$ cat config.mk
export PLATFORM = sky130hd
export DESIGN_NAME = run_length_byte_encoder_top
export DESIGN_NICKNAME = d
export VERILOG_FILES = /design/src/hdl/rlbe_pkg.sv /design/src/hdl/run_length_byte_encoder_top.sv /design/src/hdl/rlbe_ctrl.sv /design/src/hdl/rlbe_dp.sv
export SDC_FILE = /design/constraint.sdc
export NUM_CORES = 2
export LEC_CHECK = 0
export BUFFER_PORTS_ARGS = -buffer_cell sky130_fd_sc_hd__buf_4
export CORE_UTILIZATION = 63
export CTS_CLUSTER_DIAMETER = 40
export CTS_CLUSTER_SIZE = 10
export DETAILED_ROUTE_END_ITERATION = 12
export GPL_TIMING_DRIVEN = 0
export PLACE_DENSITY = 0.81
export SLEW_MARGIN = 10
export SYNTH_ARGS = -nofsm -noshare
export SYNTH_HDL_FRONTEND = slang
export SYNTH_SLANG_ARGS = --single-unit
export TNS_END_PERCENT = 20
$ cat constraint.sdc
create_clock -name clk -period 5.9 [get_ports clk]
set_clock_uncertainty 0.2 [all_clocks]
set_input_delay 0 -clock clk [delete_from_list [all_inputs] [get_ports clk]]
set_output_delay 0 -clock clk [all_outputs]
set_load 0.005 [all_outputs]
$ cat src/hdl/rlbe_pkg.sv
// Shared types and constants of the run-length byte encoder.
`default_nettype none
package rlbe_pkg;

  localparam int unsigned RUN_W = 8;
  localparam logic [7:0] RUN_FLAG = 8'h80;
  localparam logic [RUN_W-1:0] RUN_MIN = 8'd3;

  typedef enum logic [3:0] {
    S_IDLE,
    S_EVAL,
    S_CLOSE,
    S_ADD,
    S_RHDR,
    S_RVAL,
    S_CLOSED,
    S_HDR,
    S_ROW,
    S_FINISH
  } rlbe_state_t;

  // Which run close is in progress within one item.
  typedef enum logic [1:0] {
    PH_OLD,
    PH_FINAL,
    PH_TAIL
  } rlbe_phase_t;

  typedef struct packed {
    logic load;
    logic extend;
    logic start_run;
    logic add_lit;
    logic push_rhdr;
    logic push_rval;
    logic push_lhdr;
    logic push_row;
    logic finish;
  } rlbe_cmd_t;

  typedef struct packed {
    logic cont;
    logic run_ge3;
    logic run_nz;
    logic lit_nz;
    logic lit_fill;
    logic fin;
    logic fill_nz;
    logic out_free;
    logic row_last;
  } rlbe_status_t;

endpackage
`default_nettype wire

$ cat src/hdl/run_length_byte_encoder_top.sv
// Top level of the run-length byte encoder: sequencer, datapath, stream ports and checks.
//
//   channel | dir | tdata                               | tuser      | tlast
//   s_*     | in  | [7:0] data_byte                     | -          | final_byte
//   m_*     | out | [63:0] packed_bytes, [67:64] count  | stream_end | run_last
//
// Items are taken one at a time. A byte that extends a run and is not final passes only the
// evaluation state; one that closes a short run moves its bytes into the literal buffer one by
// one; closing a run of three or more pushes a flag byte and a value byte, then hands off the
// last word. A literal flush pushes a header and then one row of OUT_LANES bytes at a time
// through the buffer's single read port. Reset is synchronous; the buffer is read only below its
// fill count, so it needs no clearing. A held output register stalls the sequencer at its next
// push or hand-off, and input is taken again once the item's last word sits in that register.
`default_nettype none
module run_length_byte_encoder_top #(
  parameter int unsigned LITERAL_MAX = 128,
  parameter int unsigned RUN_MAX     = 130,
  parameter int unsigned OUT_LANES   = 8
) (
  input  wire         clk,
  input  wire         rst,
  input  wire         s_tvalid,
  output logic        s_tready,
  input  wire  [7:0]  s_tdata,   // [7:0] data_byte
  input  wire         s_tlast,   // final_byte
  output logic        m_tvalid,
  input  wire         m_tready,
  output logic [71:0] m_tdata,   // [63:0] packed_bytes, [67:64] byte_count, [71:68] zero
  output logic        m_tuser,   // stream_end
  output logic        m_tlast    // run_last
);
  import rlbe_pkg::*;

  rlbe_cmd_t    cmd;
  rlbe_status_t status;
  logic [63:0]  out_bytes;
  logic [3:0]   out_count;

  // The sequencer decides the order of byte pushes; the datapath does the work.
  rlbe_ctrl u_ctrl (
    .clk      (clk),
    .rst      (rst),
    .s_tvalid (s_tvalid),
    .s_tready (s_tready),
    .status   (status),
    .cmd      (cmd)
  );

  rlbe_dp #(
    .LITERAL_MAX (LITERAL_MAX),
    .RUN_MAX     (RUN_MAX),
    .OUT_LANES   (OUT_LANES)
  ) u_dp (
    .clk       (clk),
    .rst       (rst),
    .in_byte   (s_tdata),
    .in_final  (s_tlast),
    .cmd       (cmd),
    .status    (status),
    .out_valid (m_tvalid),
    .out_ready (m_tready),
    .out_bytes (out_bytes),
    .out_count (out_count),
    .out_last  (m_tlast),
    .out_end   (m_tuser)
  );

  assign m_tdata = {4'b0000, out_count, out_bytes};

  // A result always carries between one and OUT_LANES bytes.
  a_count_range: assert property (@(posedge clk) disable iff (rst)
    m_tvalid |-> (out_count != 4'd0) && (out_count <= 4'(OUT_LANES)))
    else $error("result byte count out of range");

  // The end of the stream is always the last result of its item.
  a_end_is_last: assert property (@(posedge clk) disable iff (rst)
    (m_tvalid && m_tuser) |-> m_tlast)
    else $error("stream end without run last");

  // The sequencer never pushes bytes while a result waits in the output register.
  a_push_free: assert property (@(posedge clk) disable iff (rst)
    (cmd.push_rhdr || cmd.push_rval || cmd.push_lhdr || cmd.push_row || cmd.finish)
      |-> (status.out_free || !status.fill_nz))
    else $error("byte push while output register is held");

  // A new item is taken only after the previous item's bytes have all left the packer.
  a_accept_idle: assert property (@(posedge clk) disable iff (rst)
    (s_tvalid && s_tready) |-> !status.fill_nz)
    else $error("item accepted with bytes still packed");

endmodule
`default_nettype wire

$ cat src/hdl/rlbe_ctrl.sv
// Sequencer of the run-length byte encoder: walks each item through its run close and flushes.
`default_nettype none
module rlbe_ctrl (
  input  wire                 clk,
  input  wire                 rst,
  input  wire                 s_tvalid,
  output logic                s_tready,
  input  rlbe_pkg::rlbe_status_t status,
  output rlbe_pkg::rlbe_cmd_t    cmd
);
  import rlbe_pkg::*;

  rlbe_state_t state, state_next;
  rlbe_phase_t phase, phase_next;

  always_ff @(posedge clk) begin
    if (rst) begin
      state <= S_IDLE;
      phase <= PH_OLD;
    end else begin
      state <= state_next;
      phase <= phase_next;
    end
  end

  always_comb begin
    state_next = state;
    phase_next = phase;
    cmd        = '0;
    s_tready   = 1'b0;
    case (state)
      S_IDLE: begin
        s_tready = 1'b1;
        if (s_tvalid) begin
          cmd.load   = 1'b1;
          phase_next = PH_OLD;
          state_next = S_EVAL;
        end
      end
      S_EVAL: begin
        if (status.cont) begin
          cmd.extend = 1'b1;
          if (status.fin) begin
            phase_next = PH_FINAL;
            state_next = S_CLOSE;
          end else begin
            state_next = S_IDLE;
          end
        end else begin
          state_next = S_CLOSE;
        end
      end
      S_CLOSE: begin
        if (status.run_ge3) begin
          state_next = status.lit_nz ? S_HDR : S_RHDR;
        end else if (status.run_nz) begin
          state_next = S_ADD;
        end else begin
          state_next = S_CLOSED;
        end
      end
      S_ADD: begin
        cmd.add_lit = 1'b1;
        state_next  = status.lit_fill ? S_HDR : S_CLOSE;
      end
      S_RHDR: begin
        if (status.out_free) begin
          cmd.push_rhdr = 1'b1;
          state_next    = S_RVAL;
        end
      end
      S_RVAL: begin
        if (status.out_free) begin
          cmd.push_rval = 1'b1;
          state_next    = S_CLOSED;
        end
      end
      S_CLOSED: begin
        case (phase)
          PH_OLD: begin
            cmd.start_run = 1'b1;
            if (status.fin) begin
              phase_next = PH_FINAL;
              state_next = S_CLOSE;
            end else begin
              state_next = status.fill_nz ? S_FINISH : S_IDLE;
            end
          end
          PH_FINAL: begin
            if (status.lit_nz) begin
              phase_next = PH_TAIL;
              state_next = S_HDR;
            end else begin
              state_next = S_FINISH;
            end
          end
          default: state_next = S_FINISH;
        endcase
      end
      S_HDR: begin
        if (status.out_free) begin
          cmd.push_lhdr = 1'b1;
          state_next    = S_ROW;
        end
      end
      S_ROW: begin
        if (status.out_free) begin
          cmd.push_row = 1'b1;
          if (status.row_last) begin
            state_next = (phase == PH_TAIL) ? S_FINISH : S_CLOSE;
          end
        end
      end
      S_FINISH: begin
        if (status.out_free || !status.fill_nz) begin
          cmd.finish = 1'b1;
          state_next = S_IDLE;
        end
      end
      default: state_next = S_IDLE;
    endcase
  end

endmodule
`default_nettype wire

$ cat src/hdl/rlbe_dp.sv
// Datapath of the run-length byte encoder: run state, literal buffer, byte packer, output register.
`default_nettype none
module rlbe_dp #(
  parameter int unsigned LITERAL_MAX = 128,
  parameter int unsigned RUN_MAX     = 130,
  parameter int unsigned OUT_LANES   = 8
) (
  input  wire                    clk,
  input  wire                    rst,
  input  wire  [7:0]             in_byte,
  input  wire                    in_final,
  input  rlbe_pkg::rlbe_cmd_t    cmd,
  output rlbe_pkg::rlbe_status_t status,
  output logic                   out_valid,
  input  wire                    out_ready,
  output logic [63:0]            out_bytes,
  output logic [3:0]             out_count,
  output logic                   out_last,
  output logic                   out_end
);
  import rlbe_pkg::*;

  localparam int unsigned LW     = OUT_LANES * 8;
  localparam int unsigned CNT_W  = $clog2(LITERAL_MAX + 1);
  localparam int unsigned ROWS   = (LITERAL_MAX + OUT_LANES - 1) / OUT_LANES;
  localparam int unsigned ROW_W  = (ROWS > 1) ? $clog2(ROWS) : 1;
  localparam int unsigned LANE_W = (OUT_LANES > 1) ? $clog2(OUT_LANES) : 1;
  localparam int unsigned FILL_W = $clog2(OUT_LANES + 1);
  localparam int unsigned TOT_W  = $clog2(2 * OUT_LANES + 1);
  localparam logic [RUN_W-1:0]  RUN_CAP   = RUN_W'(RUN_MAX);
  localparam logic [CNT_W-1:0]  LIT_LAST  = CNT_W'(LITERAL_MAX - 1);
  localparam logic [LANE_W-1:0] LANE_LAST = LANE_W'(OUT_LANES - 1);
  localparam logic [FILL_W-1:0] LANES_F   = FILL_W'(OUT_LANES);
  localparam logic [TOT_W-1:0]  LANES_T   = TOT_W'(OUT_LANES);

  // Item and run state.
  logic [7:0]       cur_byte;
  logic             cur_final;
  logic [7:0]       run_value;
  logic [RUN_W-1:0] run_length;

  // Literal buffer, one row per output word.
  logic [LW-1:0]     lit_mem [ROWS];
  logic [LW-1:0]     rd_data;
  logic [ROW_W-1:0]  rd_row;
  logic [ROW_W-1:0]  rd_addr;
  logic [ROW_W-1:0]  wr_row;
  logic [LANE_W-1:0] wr_lane;
  logic [CNT_W-1:0]  lit_count;
  logic [CNT_W-1:0]  flush_left;

  // Packer.
  logic [LW-1:0]     acc;
  logic [FILL_W-1:0] fill;
  logic [LW-1:0]     src;
  logic [LW-1:0]     src_m;
  logic [FILL_W-1:0] src_n;
  logic              push;
  logic [TOT_W-1:0]  total;
  logic [2*LW-1:0]   comb;
  logic              emit_full;
  logic              emit_fin;
  logic [LW-1:0]     out_word;

  assign rd_addr = cmd.push_row ? ROW_W'(rd_row + 1'b1) : rd_row;

  always_comb begin
    src   = '0;
    src_n = '0;
    if (cmd.push_rhdr) begin
      src   = LW'({1'b1, 7'(run_length - RUN_MIN)});
      src_n = FILL_W'(1);
    end else if (cmd.push_rval) begin
      src   = LW'(run_value);
      src_n = FILL_W'(1);
    end else if (cmd.push_lhdr) begin
      src   = LW'(8'(lit_count - 1'b1));
      src_n = FILL_W'(1);
    end else if (cmd.push_row) begin
      src   = rd_data;
      src_n = (flush_left >= OUT_LANES) ? LANES_F : FILL_W'(flush_left);
    end
  end

  // Lanes past the valid count may hold stale buffer bytes.
  always_comb begin
    for (int l = 0; l < OUT_LANES; l++) begin
      src_m[l*8 +: 8] = (l < src_n) ? src[l*8 +: 8] : 8'h00;
    end
  end

  assign push      = cmd.push_rhdr | cmd.push_rval | cmd.push_lhdr | cmd.push_row;
  assign total     = TOT_W'(fill) + TOT_W'(src_n);
  assign comb      = {{LW{1'b0}}, acc} | ({{LW{1'b0}}, src_m} << {fill, 3'b000});
  assign emit_full = push && (total > LANES_T);
  assign emit_fin  = cmd.finish && (fill != '0);

  always_ff @(posedge clk) begin
    if (cmd.load) begin
      cur_byte  <= in_byte;
      cur_final <= in_final;
    end
    if (cmd.add_lit) begin
      lit_mem[wr_row][{wr_lane, 3'b000} +: 8] <= run_value;
    end
    rd_data <= lit_mem[rd_addr];
    if (emit_full) begin
      out_word  <= comb[LW-1:0];
      out_count <= 4'(OUT_LANES);
      out_last  <= 1'b0;
      out_end   <= 1'b0;
    end else if (emit_fin) begin
      out_word  <= acc;
      out_count <= 4'(fill);
      out_last  <= 1'b1;
      out_end   <= cur_final;
    end
    if (cmd.push_lhdr) begin
      flush_left <= lit_count;
    end else if (cmd.push_row) begin
      flush_left <= flush_left - CNT_W'(src_n);
    end
  end

  always_ff @(posedge clk) begin
    if (rst) begin
      run_value  <= '0;
      run_length <= '0;
      lit_count  <= '0;
      wr_row     <= '0;
      wr_lane    <= '0;
      rd_row     <= '0;
      acc        <= '0;
      fill       <= '0;
      out_valid  <= 1'b0;
    end else begin
      if (cmd.extend) begin
        run_length <= run_length + 1'b1;
      end else if (cmd.start_run) begin
        run_value  <= cur_byte;
        run_length <= RUN_W'(1);
      end else if (cmd.add_lit) begin
        run_length <= run_length - 1'b1;
      end else if (cmd.push_rval) begin
        run_length <= '0;
      end else if (cmd.finish && cur_final) begin
        run_value  <= '0;
        run_length <= '0;
      end

      if (cmd.add_lit) begin
        lit_count <= lit_count + 1'b1;
        if (wr_lane == LANE_LAST) begin
          wr_lane <= '0;
          wr_row  <= ROW_W'(wr_row + 1'b1);
        end else begin
          wr_lane <= LANE_W'(wr_lane + 1'b1);
        end
      end else if (cmd.push_row && status.row_last) begin
        lit_count <= '0;
        wr_lane   <= '0;
        wr_row    <= '0;
      end

      if (cmd.push_row) begin
        rd_row <= status.row_last ? '0 : ROW_W'(rd_row + 1'b1);
      end

      if (push) begin
        if (total > LANES_T) begin
          acc  <= comb[2*LW-1:LW];
          fill <= FILL_W'(total - LANES_T);
        end else begin
          acc  <= comb[LW-1:0];
          fill <= FILL_W'(total);
        end
      end else if (cmd.finish) begin
        acc  <= '0;
        fill <= '0;
      end

      if (emit_full || emit_fin) begin
        out_valid <= 1'b1;
      end else if (out_ready) begin
        out_valid <= 1'b0;
      end
    end
  end

  assign out_bytes = 64'(out_word);

  always_comb begin
    status.cont     = (run_length != '0) && (cur_byte == run_value) && (run_length < RUN_CAP);
    status.run_ge3  = run_length >= RUN_MIN;
    status.run_nz   = run_length != '0;
    status.lit_nz   = lit_count != '0;
    status.lit_fill = lit_count == LIT_LAST;
    status.fin      = cur_final;
    status.fill_nz  = fill != '0;
    status.out_free = !out_valid || out_ready;
    status.row_last = flush_left <= OUT_LANES;
  end

endmodule
`default_nettype wire

After elaboration in Yosys (flattened, before gate mapping)

Memory sizes are Yosys's and may differ from the RTL's. A register that Yosys moved wholly into a read port is not among the register bits.
Index checks and enable logic that the tools add are counted.

Word-level logic and storage cells: 196
Memories: 1
Memory bits (writable): 1024
Input bits: 13
Output and inout port bits: 76
Register bits after elaboration: 197

$add $sub $neg: 12
Shift operators: 3
Muxes and demuxes: 89
Reduce and logical (&&, ||, !) cells: 28
Eq/ne operators: 27
Bitwise operators: 5
Magnitude comparators: 13

Memories:

| memory       | words | bits a word | read ports | clocked after Yosys merged registers in | wr ports | line          | text |
|---|---|---|---|---|---|---|---|
| u_dp.lit_mem | 16    | 64          | 1          | 1                                       | 1        | rlbe_dp.sv:43 | `logic [LW-1:0] lit_mem [ROWS];` |

Operator list:

| kind                                                 | count |
|---|---|
| 2-to-1 mux 64 bit                                    | 10 |
| 2-to-1 mux 8 bit                                     | 20 |
| OR 64 x 128 -> 128 bit                               | 1 |
| left shift 64 x 7 -> 128 bit                         | 1 |
| 2-to-1 mux 4 bit                                     | 26 |
| variable shift 8 x 8 -> 64 bit, first input constant | 1 |
| indexed part select 8 x 8 -> 64 bit                  | 1 |
| case mux 4 bit (10 select lines)                     | 1 |
| 2-to-1 mux 1 bit                                     | 18 |
| adder 8 x 1 -> 8 bit, second input constant          | 2 |
| == test 4 x 3 -> 1 bit, second input constant        | 4 |
| < comparator 3 x 4 -> 1 bit, first input constant    | 4 |
| != test 2 x 1 -> 1 bit, second input constant        | 8 |
| nonzero test 8 bit                                   | 2 |
| subtractor 8 x 1 -> 8 bit, second input constant     | 2 |
| 2-to-1 mux 3 bit                                     | 5 |
| 2-to-1 mux 2 bit                                     | 6 |
| nonzero test 2 bit                                   | 6 |
| adder 4 x 1 -> 4 bit, second input constant          | 2 |
| == test 4 x 2 -> 1 bit, second input constant        | 2 |
| == test 4 bit, second input constant                 | 2 |
| == test 8 x 7 -> 1 bit, second input constant        | 1 |
| == test 8 bit                                        | 1 |
| >= comparator 8 x 2 -> 1 bit, second input constant  | 1 |
| 35 further kinds                                     | 50 |

Longest topological paths before layout

Depth after elaboration: 14
Mapped depth: 18
Gate-level depth less buffers: 15

Cells and area by module

From an unflattened synthesis, not the netlist that was laid out.

Cell total of the unflattened synthesis: 3212
Area total of the unflattened synthesis: 53354.9 µm²

By module, submodules not included:

| module                      | area an instance (µm²) | seq. area each (µm²) | times used | cells each |
|---|---|---|---|---|
| rlbe_dp                     | 52646.7                | 36665.2              | 1          | 3110 |
| rlbe_ctrl                   | 674.4                  | 120.1                | 1          | 97 |
| run_length_byte_encoder_top | 33.8                   | 0.0                  | 1          | 5 |

Worst setup path before layout

No wires, ideal clock.

Path kind: reg2reg
From: register u_dp.flush_left[7]
To: register u_dp.out_word[0] (netlist: u_dp.out_bytes[0]), enable pin
Path slack: 0.551 ns
Setup time: 0.418 ns
Path buffers: 2
Period minus slack after synthesis: 5.349 ns
Stages on the path, launching flop included: 16
Arrival: 4.731 ns
Required time: 5.282 ns
Cell sequence: edfxtp_1 > or4_1 > clkbuf_1 > nor3_1 > o211ai_1 > inv_2 > buf_2 > ha_1 > inv_1 > fa_1 > xnor2_1 > nor3b_1 > o311a_1 > nor2_1 > nor2_1 > inv_1

Word-level cells in the longest chain between the ends: 10

Ends and longest elaborated chain:

| element                             | line           | text |
|---|---|---|
| from (decl)                         | rlbe_dp.sv:50  | `logic [CNT_W-1:0] flush_left;` |
| from (signal assigned)              | rlbe_dp.sv:119 | `flush_left <= lit_count;` |
| from (signal assigned)              | rlbe_dp.sv:121 | `flush_left <= flush_left - CNT_W'(src_n);` |
| >= comparator 8 x 4 -> 1 bit        | rlbe_dp.sv:81  | `src_n = (flush_left >= OUT_LANES) ? LANES_F : FILL_W'(flush_left);` |
| 2-to-1 mux 4 bit                    | rlbe_dp.sv:81  |  |
| 2-to-1 mux 4 bit                    | rlbe_dp.sv:79  | `end else if (cmd.push_row) begin` |
| 2-to-1 mux 4 bit                    | rlbe_dp.sv:76  | `end else if (cmd.push_lhdr) begin` |
| 2-to-1 mux 4 bit                    | rlbe_dp.sv:73  | `end else if (cmd.push_rval) begin` |
| 2-to-1 mux 4 bit                    | rlbe_dp.sv:70  | `if (cmd.push_rhdr) begin` |
| adder 4 x 4 -> 5 bit                | rlbe_dp.sv:93  | `assign total = TOT_W'(fill) + TOT_W'(src_n);` |
| > comparator 5 x 4 -> 1 bit         | rlbe_dp.sv:95  | `assign emit_full = push && (total > LANES_T);` |
| logical AND 1 bit                   | rlbe_dp.sv:95  |  |
| nonzero test 2 bit (no source line) | n/a            |  |
| to (signal assigned)                | rlbe_dp.sv:108 | `out_word <= comb[LW-1:0];` |
| to (decl)                           | rlbe_dp.sv:63  | `logic [LW-1:0] out_word;` |

No other way between the ends.
A chain may end at the register's enable or synchronous reset.

Worst setup path after layout

From: register u_dp.fill[1]
To: register u_dp.out_word[49] (netlist: u_dp.out_bytes[49]) (data pin)

Word-level cells in the longest chain between the ends: 4
Elaborated cells between the ends (all ways): 6
Classes of those cells: 1 x add/sub; 1 x order compare; 1 x shift; 1 x mux; 1 x bitwise; 1 x reduce/logical

Ends and longest elaborated chain:

| element                     | line           | text |
|---|---|---|
| from (decl)                 | rlbe_dp.sv:54  | `logic [FILL_W-1:0] fill;` |
| from (signal assigned)      | rlbe_dp.sv:172 | `fill <= FILL_W'(total - LANES_T);` |
| from (signal assigned)      | rlbe_dp.sv:175 | `fill <= FILL_W'(total);` |
| adder 4 x 4 -> 5 bit        | rlbe_dp.sv:93  |  |
| > comparator 5 x 4 -> 1 bit | rlbe_dp.sv:95  |  |
| logical AND 1 bit           | rlbe_dp.sv:95  |  |
| 2-to-1 mux 64 bit (*)       | rlbe_dp.sv:107 | `if (emit_full) begin` |

Every way passes the cells marked *; elsewhere a longest branch is shown, timed or not.

==> results.md <==
* Yosys warns at 0
* First-pass GRT wire length at 280 mm
* H-tree lvl count at 4
* Dpl cell area at 55200 um2
* Comb pwr share at 4.5%
* Net Sw Frac at 23.7%
* CTS max path bufs at 3
* Sw Pwr at 0.00492 W
* Avg Synthesized Cell Area at 16.6 um2
* Synth cell types at 87
* Hold WS at 0.236 ns
* Top_reg_cell synth: edfxtp_1
* Number of max-cap violations at 0
* Total wire length at 203 mm
* Crit path DAT at 6.40 ns
* Reg-to-Reg Start: u_dp.fill[1]$_SDFFE_PP0P_
* Minimum clock period at 5.96 ns
* LEAKAGE at 20.1 nW
* RSZ-0062 raised after global routing: yes
* Seq pwr share at 47.6%
* Pre-antenna DRT Iters at 9
* Synthesis-stage register bit count at 1285
* Die width at 292 um
* Max Freq at 0.168 GHz
* Setup violations, final at 9
* Row count at 106
* Placeable Area at 83600 um2
* Tot GR Track Use at 48.1%
* Setup CP Type: flip-flop to flip-flop
* Worst setup SP type: flip-flop
* Num CTS Buffers at 168
* WL per Instance at 43.2 um
* Drt initial violations at 6597
* Residual overflow from global routing at 0
* Vias in the first global route at 35600
* Clock Sinks at 1285
* Max Transition Viols Final at 0
* Cell area after synthesis at 53100 um2
* Initial Util at 63.6%
* Rel. slew slack at 3.50%
* CTS Root Cell: clkbuf_16
* Period utilization at 101%
* Worst EP required at 6.34 ns
* Worst-path fanout max at 10
* HPWL Detailed at 121 mm
* Synthesized netlist cell count at 3198
* Area Growth Syn to Fin at 14.4%
* DR vias at 36900
* VDD IR-drop max at 0.371 mV
* Asr flop ratio synth at 0%
* Final ANT Viol Nets at 0
* Status: complete, but fails checks
* Hold path start: u_dp.acc[31]$_SDFFE_PP0P_
* Share of cells above drive strength 1 at 20.6%
* Largest net degree at the start of global routing at 46
* Worst-margin pin slew at 1.43 ns
* CP Capture Type: flip-flop
* Cell Pwr Density at 342 nW/um2
* # nets final at 3523
* Die area at 85500 um2
* Post-synth EDFFs at 1105
* Clk pwr share at 47.9%
* Final Cell Area at 60700 um2
* Post-route worst setup slack at -0.0606 ns
* Sequential element share of the synthesized area at 69.3%
* CTS tree: yes
* Clk Latency, worst-skew pair at 0.81 ns
* Initial antenna violation count at 27
* Fin. Hold Viols at 0
* DIE HEIGHT at 292 um
* Vias per cell at 7.88
* Port Buffers at 83
* GP Congestion at 1.05
* Reg clk slew, reported paths at 0.05 ns
* Violated checks: negative setup slack
* Num ports at 89
* Hold Path Class: flip-flop to flip-flop
* Crit path from: u_dp.fill[1]$_SDFFE_PP0P_
* Pint at 0.0158 W
* # DRC at 0
[what timing repair did]
action,CTS,global route
endpoints found under the hold margin,33,0
cloned,0,0
endpoints found under the setup margin,89,145
hold buffers,22,0
buffers inserted,0,3
pin swaps,0,1
resized for setup,16,21
[layer usage]
metal | routed length [um] | vias up | global-route usage [%]
li1 | - | 13500 | -
met5 | 197 | - | 0.0567
met1 | 61600 | 18000 | 56.6
met3 | 28800 | 1131 | 16.5
met4 | 19900 | 22 | 35.7
met2 | 92300 | 4321 | 73.9
[logic make-up after synthesis]
family | after synthesis | share of synthesized area [%]
fa+ha+maj | 28 | 0.688
other cells | 1 | 0.00706
mux | 344 | 14.0
compound gates | 563 | 7.45
xor+xnor | 31 | 0.525
flops | 1285 | 69.3
buf+inv | 227 | 1.84
simple gates | 719 | 6.19
[stage by stage]
stage	total power (W)	utilization [%]	setup TNS [ns]	worst slack, ns	std cells
2_1_floorplan	0.0106	-	0	0.551	3201
3_3_place_gp	0.0109	65.9	-107.21	-1.26	4364
3_5_place_dp	0.0109	66.0	-41.00	-1.10	4367
4_1_cts	0.0205	72.5	-0.217	-0.108	4667
5_1_grt	0.0210	72.6	-8.14	-0.171	4673
6_report	0.0207	72.7	-0.299	-0.0606	4689
[flip-flops by register name (all words and copies together) (netlist names), 4 cells and up]
register	cells
u_dp.run_length	8
u_dp.flush_left	8
u_ctrl.state	4
u_dp.out_count	4
u_dp.lit_count	8
u_dp.lit_mem	1024
u_dp.out_bytes	64
u_dp.acc	64
u_dp.rd_row	4
u_dp.cur_byte	8
u_dp.fill	4
u_dp.wr_row	4
u_dp.run_value	8
u_dp.rd_data	64
[synth_stat cells (all sizes together), types with 14 or more instances]
library cell | count | area [um2]
edfxtp | 1105 | 33200
mux4 | 320 | 7210
nor2 | 286 | 1100
nand2 | 187 | 702
dfxtp | 180 | 3600
clkbuf | 134 | 503
a21oi | 122 | 611
o21ai | 85 | 425
buf | 58 | 344
nand3 | 57 | 290
a22oi | 50 | 375
and2 | 45 | 282
nor3 | 35 | 175
a21o | 34 | 255
inv | 34 | 128
ha | 26 | 325
a221oi | 25 | 219
and3 | 23 | 144
a211oi | 20 | 150
mux2i | 20 | 200
a221o | 18 | 180
o211ai | 18 | 135
o21bai | 18 | 135
xnor2 | 18 | 165
o22ai | 17 | 106
a31oi | 15 | 93.8
nor4 | 15 | 100
nand2b | 14 | 87.6
nor2b | 14 | 87.6
[layout by cell type, fill, tap and decap left out, types with 23 or more instances in the layout]
cell type,instances
clkbuf_1,176
o21ai_0,80
inv_1,31
nand3_1,55
a21o_1,34
a21oi_1,122
nor3_1,34
edfxtp_1,1105
ha_1,26
dfxtp_1,180
nand2_1,182
buf_4,105
nor2_1,276
and2_1,45
a22oi_1,50
buf_2,27
a221oi_1,25
and3_1,23
mux4_2,320
clkbuf_16,171
[area by class of cell]
class / instances / area, um2
Clock inverter: 50 / 636
Tap cell: 1080 / 1350
Multi-Input combinational cell: 1689 / 15500
Inverter: 35 / 131
Buffer: 192 / 861
Fill cell: 4709 / 22800
Antenna cell: 19 / 47.5
Timing Repair Buffer: 111 / 917
Clock buffer: 228 / 4520
Sequential cell: 1285 / 36800
[path summary, 6_finish.rpt]
check                                               endpoint  slack [ns]  depth (start not counted)
worst max-delay path            u_dp.out_bytes[49]$_DFFE_PP_       -0.06                         12
worst min-delay path               u_dp.acc[31]$_SDFFE_PP0P_        0.24                          2
worst max register to register  u_dp.out_bytes[49]$_DFFE_PP_       -0.06                         12
worst min register to register     u_dp.acc[31]$_SDFFE_PP0P_        0.24                          2
[critical path: stages (launching register included)]
cell and delay, ns:
dfxtp_1 0.35, inv_1 0.12, clkbuf_1 0.54, buf_1 0.72, clkbuf_1 0.86, fa_1 0.57
nor3b_2 0.20, o311a_1 0.51, nor2_2 0.43, nand2_2 0.30, nor2_4 0.29, clkbuf_2 0.43
a221o_1 0.28
[power groups by stage]
stage          registers (W)  logic (W)  clock network, W
6_report             0.00988   0.000938           0.00993
5_1_grt              0.00988   0.000976            0.0101
4_1_cts              0.00987   0.000891           0.00976
3_5_place_dp          0.0101   0.000853                 0
3_3_place_gp          0.0101   0.000836                 0
2_1_floorplan         0.0100   0.000565                 0
(Power assumes the default switching activity.)
